[src/rtl/twv_pkg.sv]
// shared types, constants and register codes of the temperature window validator
package twv_pkg;

  localparam int TWV_SENSORS = 4;
  localparam int TWV_WINDOW  = 4;

  localparam int SENSOR_W  = 2;
  localparam int TIME_W    = 16;
  localparam int SAMPLE_W  = 8;
  localparam int CFG_IDX_W = 2;
  localparam int CFG_DAT_W = 8;
  localparam int OUT_W     = 32;

  typedef logic [SAMPLE_W-1:0] sample_t;
  typedef logic [TIME_W-1:0]   stamp_t;

  localparam logic [CFG_IDX_W-1:0] REG_LO_LIMIT  = 2'd0;
  localparam logic [CFG_IDX_W-1:0] REG_HI_LIMIT  = 2'd1;
  localparam logic [CFG_IDX_W-1:0] REG_MAX_DELTA = 2'd2;

  localparam sample_t LO_LIMIT_RST  = 8'd2;
  localparam sample_t HI_LIMIT_RST  = 8'd120;
  localparam sample_t MAX_DELTA_RST = 8'd10;

  typedef struct packed {
    sample_t lo_limit;
    sample_t hi_limit;
    sample_t max_delta;
  } cfg_t;

  typedef struct packed {
    logic in_range;
    logic changed;
  } lane_flag_t;

endpackage

[src/rtl/temperature_window_validator_core.sv]
// top level of the temperature window validator: lanes, merge, sensor store, output skid
//
// in_* channel: one item per window, tdata holds sensor, now_time and the
//   samples oldest first; every item gives exactly one result on out_*.
// out_* channel: accepted flag, the sensor's stored temperature and time
//   as they stand after the item.
// cfg_* channel: register index and data, always ready; write only while
//   no item is in flight.
// the result is registered in the output register before it shows on
//   out_tvalid. throughput: one item per cycle while the receiver keeps
//   up, set by the read-modify-write of the per-sensor register store.
// when the receiver stalls, the result holds in the output register and
//   one more item is taken into the skid register; in_tready then drops
//   until the receiver drains it.
// reset: synchronous, active low; clears the stored temperatures and
//   times, restores the register defaults and empties the output side.
module temperature_window_validator_core
  import twv_pkg::*;
#(
  parameter int SENSORS = TWV_SENSORS,
  parameter int WINDOW  = TWV_WINDOW,
  localparam int IN_W   = ((SENSOR_W + TIME_W + SAMPLE_W * WINDOW + 7) / 8) * 8
) (
  input  logic                 clk,
  input  logic                 rst_n,
  input  logic                 in_tvalid,
  output logic                 in_tready,
  // sensor, now_time, sample_0 .. sample_(WINDOW-1), zero pad
  input  logic [IN_W-1:0]      in_tdata,
  output logic                 out_tvalid,
  input  logic                 out_tready,
  // accepted, valid_temperature, valid_time, zero pad
  output logic [OUT_W-1:0]     out_tdata,
  input  logic                 cfg_valid,
  output logic                 cfg_ready,
  input  logic [CFG_IDX_W-1:0] cfg_index,
  input  logic [CFG_DAT_W-1:0] cfg_data
);

  localparam int IDX_W    = (SENSORS > 1) ? $clog2(SENSORS) : 1;
  localparam int SAMP_LSB = SENSOR_W + TIME_W;
  localparam int RES_W    = 1 + SAMPLE_W + TIME_W;

  cfg_t cfg_r;

  sample_t temp_r  [SENSORS];
  stamp_t  stamp_r [SENSORS];

  logic [SENSOR_W-1:0] sensor;
  stamp_t              now_time;
  sample_t             samples [WINDOW];
  lane_flag_t          flags   [WINDOW];
  logic [IDX_W-1:0]    idx;
  logic                sensor_ok;
  sample_t             stored_temp;
  stamp_t              stored_stamp;
  sample_t             newest;
  logic                accept;
  logic [RES_W-1:0]    result;
  logic                in_fire;

  logic             out_v_r;
  logic [RES_W-1:0] out_d_r;
  logic             skid_v_r;
  logic [RES_W-1:0] skid_d_r;

  // config registers
  assign cfg_ready = 1'b1;

  always_ff @(posedge clk) begin
    if (!rst_n) begin
      cfg_r.lo_limit  <= LO_LIMIT_RST;
      cfg_r.hi_limit  <= HI_LIMIT_RST;
      cfg_r.max_delta <= MAX_DELTA_RST;
    end else if (cfg_valid && cfg_ready) begin
      case (cfg_index)
        REG_LO_LIMIT:  cfg_r.lo_limit  <= cfg_data;
        REG_HI_LIMIT:  cfg_r.hi_limit  <= cfg_data;
        REG_MAX_DELTA: cfg_r.max_delta <= cfg_data;
        default: ;
      endcase
    end
  end

  // unpack
  assign sensor   = in_tdata[SENSOR_W-1:0];
  assign now_time = in_tdata[SENSOR_W +: TIME_W];

  generate
    for (genvar g = 0; g < WINDOW; g++) begin : g_lane
      assign samples[g] = in_tdata[SAMP_LSB + g * SAMPLE_W +: SAMPLE_W];
      twv_lane u_lane (
        .sample      (samples[g]),
        .prev_sample ((g == 0) ? samples[0] : samples[(g == 0) ? 0 : g - 1]),
        .cfg         (cfg_r),
        .flag        (flags[g])
      );
    end
  endgenerate

  assign newest    = samples[WINDOW-1];
  assign sensor_ok = 32'(sensor) < 32'(SENSORS);
  assign idx       = IDX_W'(sensor);

  assign stored_temp  = sensor_ok ? temp_r[idx]  : '0;
  assign stored_stamp = sensor_ok ? stamp_r[idx] : '0;

  twv_merge #(.WINDOW(WINDOW)) u_merge (
    .flags     (flags),
    .newest    (newest),
    .stored    (stored_temp),
    .cfg       (cfg_r),
    .sensor_ok (sensor_ok),
    .accept    (accept)
  );

  assign result = accept ? {now_time, newest, 1'b1} : {stored_stamp, stored_temp, 1'b0};

  // per-sensor store
  assign in_tready = !skid_v_r;
  assign in_fire   = in_tvalid && in_tready;

  always_ff @(posedge clk) begin
    if (!rst_n) begin
      for (int i = 0; i < SENSORS; i++) begin
        temp_r[i]  <= '0;
        stamp_r[i] <= '0;
      end
    end else if (in_fire && accept) begin
      temp_r[idx]  <= newest;
      stamp_r[idx] <= now_time;
    end
  end

  // output register with skid
  always_ff @(posedge clk) begin
    if (!rst_n) begin
      out_v_r  <= 1'b0;
      skid_v_r <= 1'b0;
    end else if (!out_v_r || out_tready) begin
      out_v_r  <= skid_v_r || in_fire;
      skid_v_r <= 1'b0;
    end else if (in_fire) begin
      skid_v_r <= 1'b1;
    end
  end

  always_ff @(posedge clk) begin
    if (!out_v_r || out_tready) begin
      out_d_r <= skid_v_r ? skid_d_r : result;
    end else if (in_fire) begin
      skid_d_r <= result;
    end
  end

  assign out_tvalid = out_v_r;
  assign out_tdata  = {{(OUT_W - RES_W){1'b0}}, out_d_r};

endmodule

[src/rtl/twv_lane.sv]
// one sample lane: plausibility range check and change against the previous sample
module twv_lane
  import twv_pkg::*;
(
  input  sample_t    sample,
  input  sample_t    prev_sample,
  input  cfg_t       cfg,
  output lane_flag_t flag
);

  assign flag.in_range = (sample != '0) && (sample >= cfg.lo_limit) &&
                         (sample <= cfg.hi_limit);
  assign flag.changed  = (sample != prev_sample);

endmodule

[src/rtl/twv_merge.sv]
// merges the lane flags and checks the newest sample against the stored value
module twv_merge
  import twv_pkg::*;
#(
  parameter int WINDOW = TWV_WINDOW
) (
  input  lane_flag_t flags [WINDOW],
  input  sample_t    newest,
  input  sample_t    stored,
  input  cfg_t       cfg,
  input  logic       sensor_ok,
  output logic       accept
);

  logic    all_in_range;
  logic    any_changed;
  sample_t diff;
  logic    delta_ok;

  always_comb begin
    all_in_range = 1'b1;
    any_changed  = 1'b0;
    for (int i = 0; i < WINDOW; i++) begin
      all_in_range = all_in_range & flags[i].in_range;
      if (i > 0) begin
        any_changed = any_changed | flags[i].changed;
      end
    end
  end

  assign diff     = (stored > newest) ? (stored - newest) : (newest - stored);
  assign delta_ok = (stored == '0) || (diff < cfg.max_delta);
  assign accept   = sensor_ok && all_in_range && any_changed && delta_ok;

endmodule

[config.mk]
export PLATFORM = sky130hd
export DESIGN_NAME = temperature_window_validator_core
export DESIGN_NICKNAME = d
export VERILOG_FILES = /design/src/rtl/twv_pkg.sv /design/src/rtl/temperature_window_validator_core.sv /design/src/rtl/twv_lane.sv /design/src/rtl/twv_merge.sv
export SDC_FILE = /design/constraint.sdc
export NUM_CORES = 1
export LEC_CHECK = 0
export ABC_AREA = 1
export BUFFER_PORTS_ARGS = -buffer_cell sky130_fd_sc_hd__buf_2
export CAP_MARGIN = 25
export CORE_MARGIN = 2
export CORE_UTILIZATION = 60
export CTS_BUF_LIST = sky130_fd_sc_hd__clkbuf_8
export DETAILED_ROUTE_END_ITERATION = 12
export MAX_ROUTING_LAYER = met4
export PLACE_DENSITY = 0.87
export SLEW_MARGIN = 20
export SYNTH_ARGS = -nofsm -noshare
export SYNTH_HDL_FRONTEND = slang
export SYNTH_HIERARCHICAL = 1
export SYNTH_SLANG_ARGS = --single-unit
[constraint.sdc]
create_clock -name clk -period 12.3 [get_ports clk]
set_input_delay 1.845 -clock clk [delete_from_list [all_inputs] [get_ports clk]]
set_output_delay 1.845 -clock clk [all_outputs]
set_load 0.02 [all_outputs]
==> results.txt <==
- The flow ran to the end, and the final reports show no timing, DRC or antenna violations.
- Pleak: 6.02 nW
* Hold violation count in the final report: 0
* Post-layout instance area: 0.0119 mm^2
- At the worst endpoint, the arrival time is 8330 ps.
* Number of I/O pins: 106
- Clk Latency, worst-skew pair: ~490 ps
* Maximum fanout count along the critical path: 28
* Pwr Density: 112 mW/mm^2
- Share of post-route cells with drive strength above 1: 11.8%
- The worst hold path terminates at cfg_r[1].
* Clock Root Buffer: sky130_fd_sc_hd__clkbuf_8
- Worst Reg-to-Reg Cells: 28
- Entering global routing, the biggest net connects 52 pins.
- Floorplan core area: 0.0180 mm^2
- Width of the die: 139 um
- The first global-routing pass estimated 41.8 mm of wire.
- CTS HTree Levels: 4
* Number of buffers created by CTS: 17
- Initial standard-cell utilization of the core: between 60 and 70%
- Via/cell ratio: roughly 5.4
* Final worst setup slack: 4160 ps
- In this run the remaining antenna-violating nets after routing total 0.
- After layout, the design draws a total of 1.33 mW.
- Total global routing overflow: 0
* Worst R2R Setup Slack: about 6500 ps
- Buffers added to address setup during post-CTS repair amount to 0.
- Via count of the first global-routing pass: 8846
* Worst Hold Class: flop to flop
* Worst setup SP type: primary input
- The worst pin sits at a relative slew slack of 37.2%.
- Antenna diode count: 0
- Synthesized cell area: ~0.011 mm^2
* Detailed-route DRC error count: 0
- The worst-case IR drop observed on VDD is about 0.074 mV.
* Crit Reg-Reg Endpoint: stamp_r[0][11]
- The cell count after synthesis came out at roughly 1400.
* Reg-to-reg startpoint: temp_r[1][0]
- The first TritonRoute pass finished after 5 iterations.
- Max Clock Freq: 0.123 GHz
* Critical path start-end classification: primary input to flop
- After detailed placement, the total cell area comes to 0.0115 mm^2.
- Endpoint type of the worst setup path: flop
- The startpoint identified for the worst hold timing path is cfg_r[1].
- Synth warnings: 6
* Clock tree from TritonCTS: built
- Setup repair after global routing left no endpoint under its margin.
* Drt first-iter violations: 780
- CTS Buffer Depth: 2
- The routed layout has 9159 vias.
- In the final routed layout, each cell accounts on average for between 15 and 20 um.
- The worst path needs 8140 ps of the cycle, external delays included.
* Aggregate routed wire length: 25.7 mm
- The congestion estimate from routability-driven global placement came to 0.939.
- OpenSTA, run right after detailed placement, puts the worst setup slack at roughly 3800 ps.
- Die area: 0.0193 mm^2
- Clock-pin slew reported for the worst setup and hold paths after clock tree synthesis: 90 ps
- Clock skew on the completed layout was measured at 21.3 ps.
- Final max-slew violation count: 0
* Vertical extent of the die: 139 um
- Final total negative setup slack: 0 ps
- WHS Path Cells: 2
* NumNets Final: 1609
* Final setup vio count: 0
- Clock tree synthesis found a total of 172 sinks.
- The floorplan has just under 50 rows.
- Avg Cell Area, Syn: 7.97 um^2
- Required time of the worst setup path: around 13000 ps
- Port buffering added 91 buffers.
* Placed wire-length estimate after detailed placement: between 15 and 20 mm
- Area growth from synthesis to layout: 9.11%
- Reported max-cap violation count: 0
- PostCTS Resize Cnt: 0
- The number of antenna violations at the first check in global routing was 0.
* Ratio of final minimum period to clock period: 66.2%
- For this design, the CTS-stage hold fixing added 0 buffers.
- Transition time at the pin with the least slew margin: approximately 940 ps
- Across every metal layer, demand over resource in global routing totals 27.8%.
[final cells by class]
cell class | instances | area, um^2
clock buffers | 17 | 234
clock inverters | 15 | 166
fillers | 1373 | 6020
inverters | 265 | 1000
multi-input cells | 894 | 4800
flip-flops and latches | 172 | 4900
well taps | 229 | 287
repair buffers | 100 | 558
[worst max-delay path by stage]
stage	cells past startpoint	startpoint	slack [ps]	end
global route	30	in_tdata[1]	3780	temp_r[0][2]
global placement	29	in_tdata[1]	3730	stamp_r[0][4]
finish	28	in_tdata[1]	4160	stamp_r[0][11]
CTS	30	in_tdata[1]	4330	stamp_r[0][11]
detailed placement	30	in_tdata[1]	3820	stamp_r[0][4]
floorplan	33	in_tdata[0]	6080	stamp_r[1][0]
[placed cells by master, fill, tap and decap left out, types with 10 or more instances in the layout]
cell type                  instances
sky130_fd_sc_hd__nor4_1           10
sky130_fd_sc_hd__nor2_2           15
sky130_fd_sc_hd__dfxtp_1          26
sky130_fd_sc_hd__buf_2            91
sky130_fd_sc_hd__clkbuf_8         17
sky130_fd_sc_hd__xor2_1           25
sky130_fd_sc_hd__edfxtp_1        146
sky130_fd_sc_hd__nor2_1          161
sky130_fd_sc_hd__inv_1           257
sky130_fd_sc_hd__o21ai_0          17
sky130_fd_sc_hd__nand3_1         131
sky130_fd_sc_hd__and2_1           24
sky130_fd_sc_hd__a21oi_1          32
sky130_fd_sc_hd__ha_1             86
sky130_fd_sc_hd__nand2_1         342
[metrics by stage]
stage	hold slack, ps	util (%)	std cells
6_report	477	66.5	1692
4_1_cts	480	66.4	1691
2_1_floorplan	429	-	1380
3_5_place_dp	457	64.1	1659
5_1_grt	525	66.5	1692
3_3_place_gp	456	64.0	1657
[per-layer routing]
layer	part of all wire, %	vias to the layer above	wire [um]	track usage (%)
met5	0	-	0	-
met4	2.8	0	720	10.6
met3	8.1	78	2090	4.56
met2	51	432	13000	48.0
met1	38	4192	9890	32.7
li1	-	4457	-	-
[worst max-delay path: stages]
cell	delay [ps]
sky130_fd_sc_hd__buf_2	590
sky130_fd_sc_hd__inv_1	660
sky130_fd_sc_hd__nand3_1	290
sky130_fd_sc_hd__nand2_1	130
sky130_fd_sc_hd__inv_1	80
sky130_fd_sc_hd__ha_1	130
sky130_fd_sc_hd__inv_1	70
sky130_fd_sc_hd__fa_1	440
sky130_fd_sc_hd__nand3_1	110
sky130_fd_sc_hd__nand3_1	110
sky130_fd_sc_hd__nand2_1	100
sky130_fd_sc_hd__nand2_1	60
sky130_fd_sc_hd__nand2_2	170
sky130_fd_sc_hd__nand3_1	90
sky130_fd_sc_hd__o21ai_0	140
sky130_fd_sc_hd__ha_1	300
sky130_fd_sc_hd__nand2_1	80
sky130_fd_sc_hd__o21a_1	130
sky130_fd_sc_hd__nand2_1	80
sky130_fd_sc_hd__a21oi_2	130
sky130_fd_sc_hd__buf_4	360
sky130_fd_sc_hd__inv_2	350
sky130_fd_sc_hd__nor2_4	250
sky130_fd_sc_hd__nand2_4	260
sky130_fd_sc_hd__nor2_8	220
sky130_fd_sc_hd__nand2_4	220
sky130_fd_sc_hd__nand2_1	610
sky130_fd_sc_hd__buf_8	240
[flip-flops by register name, indices dropped and copies added (netlist names)]
register	flops
out_d_r	25
cfg_r	24
temp_r	32
skid_v_r	1
stamp_r	64
out_tvalid	1
skid_d_r	25
[power by group]
group	internal [mW]	switching [mW]	leakage (nW)	total, mW
registers	0.661	0.0117	1.69	0.672
clock network	0.154	0.242	0.197	0.396
logic	0.0933	0.171	4.12	0.265
total	0.908	0.425	6.02	1.33
(Power assumes the default switching activity.)
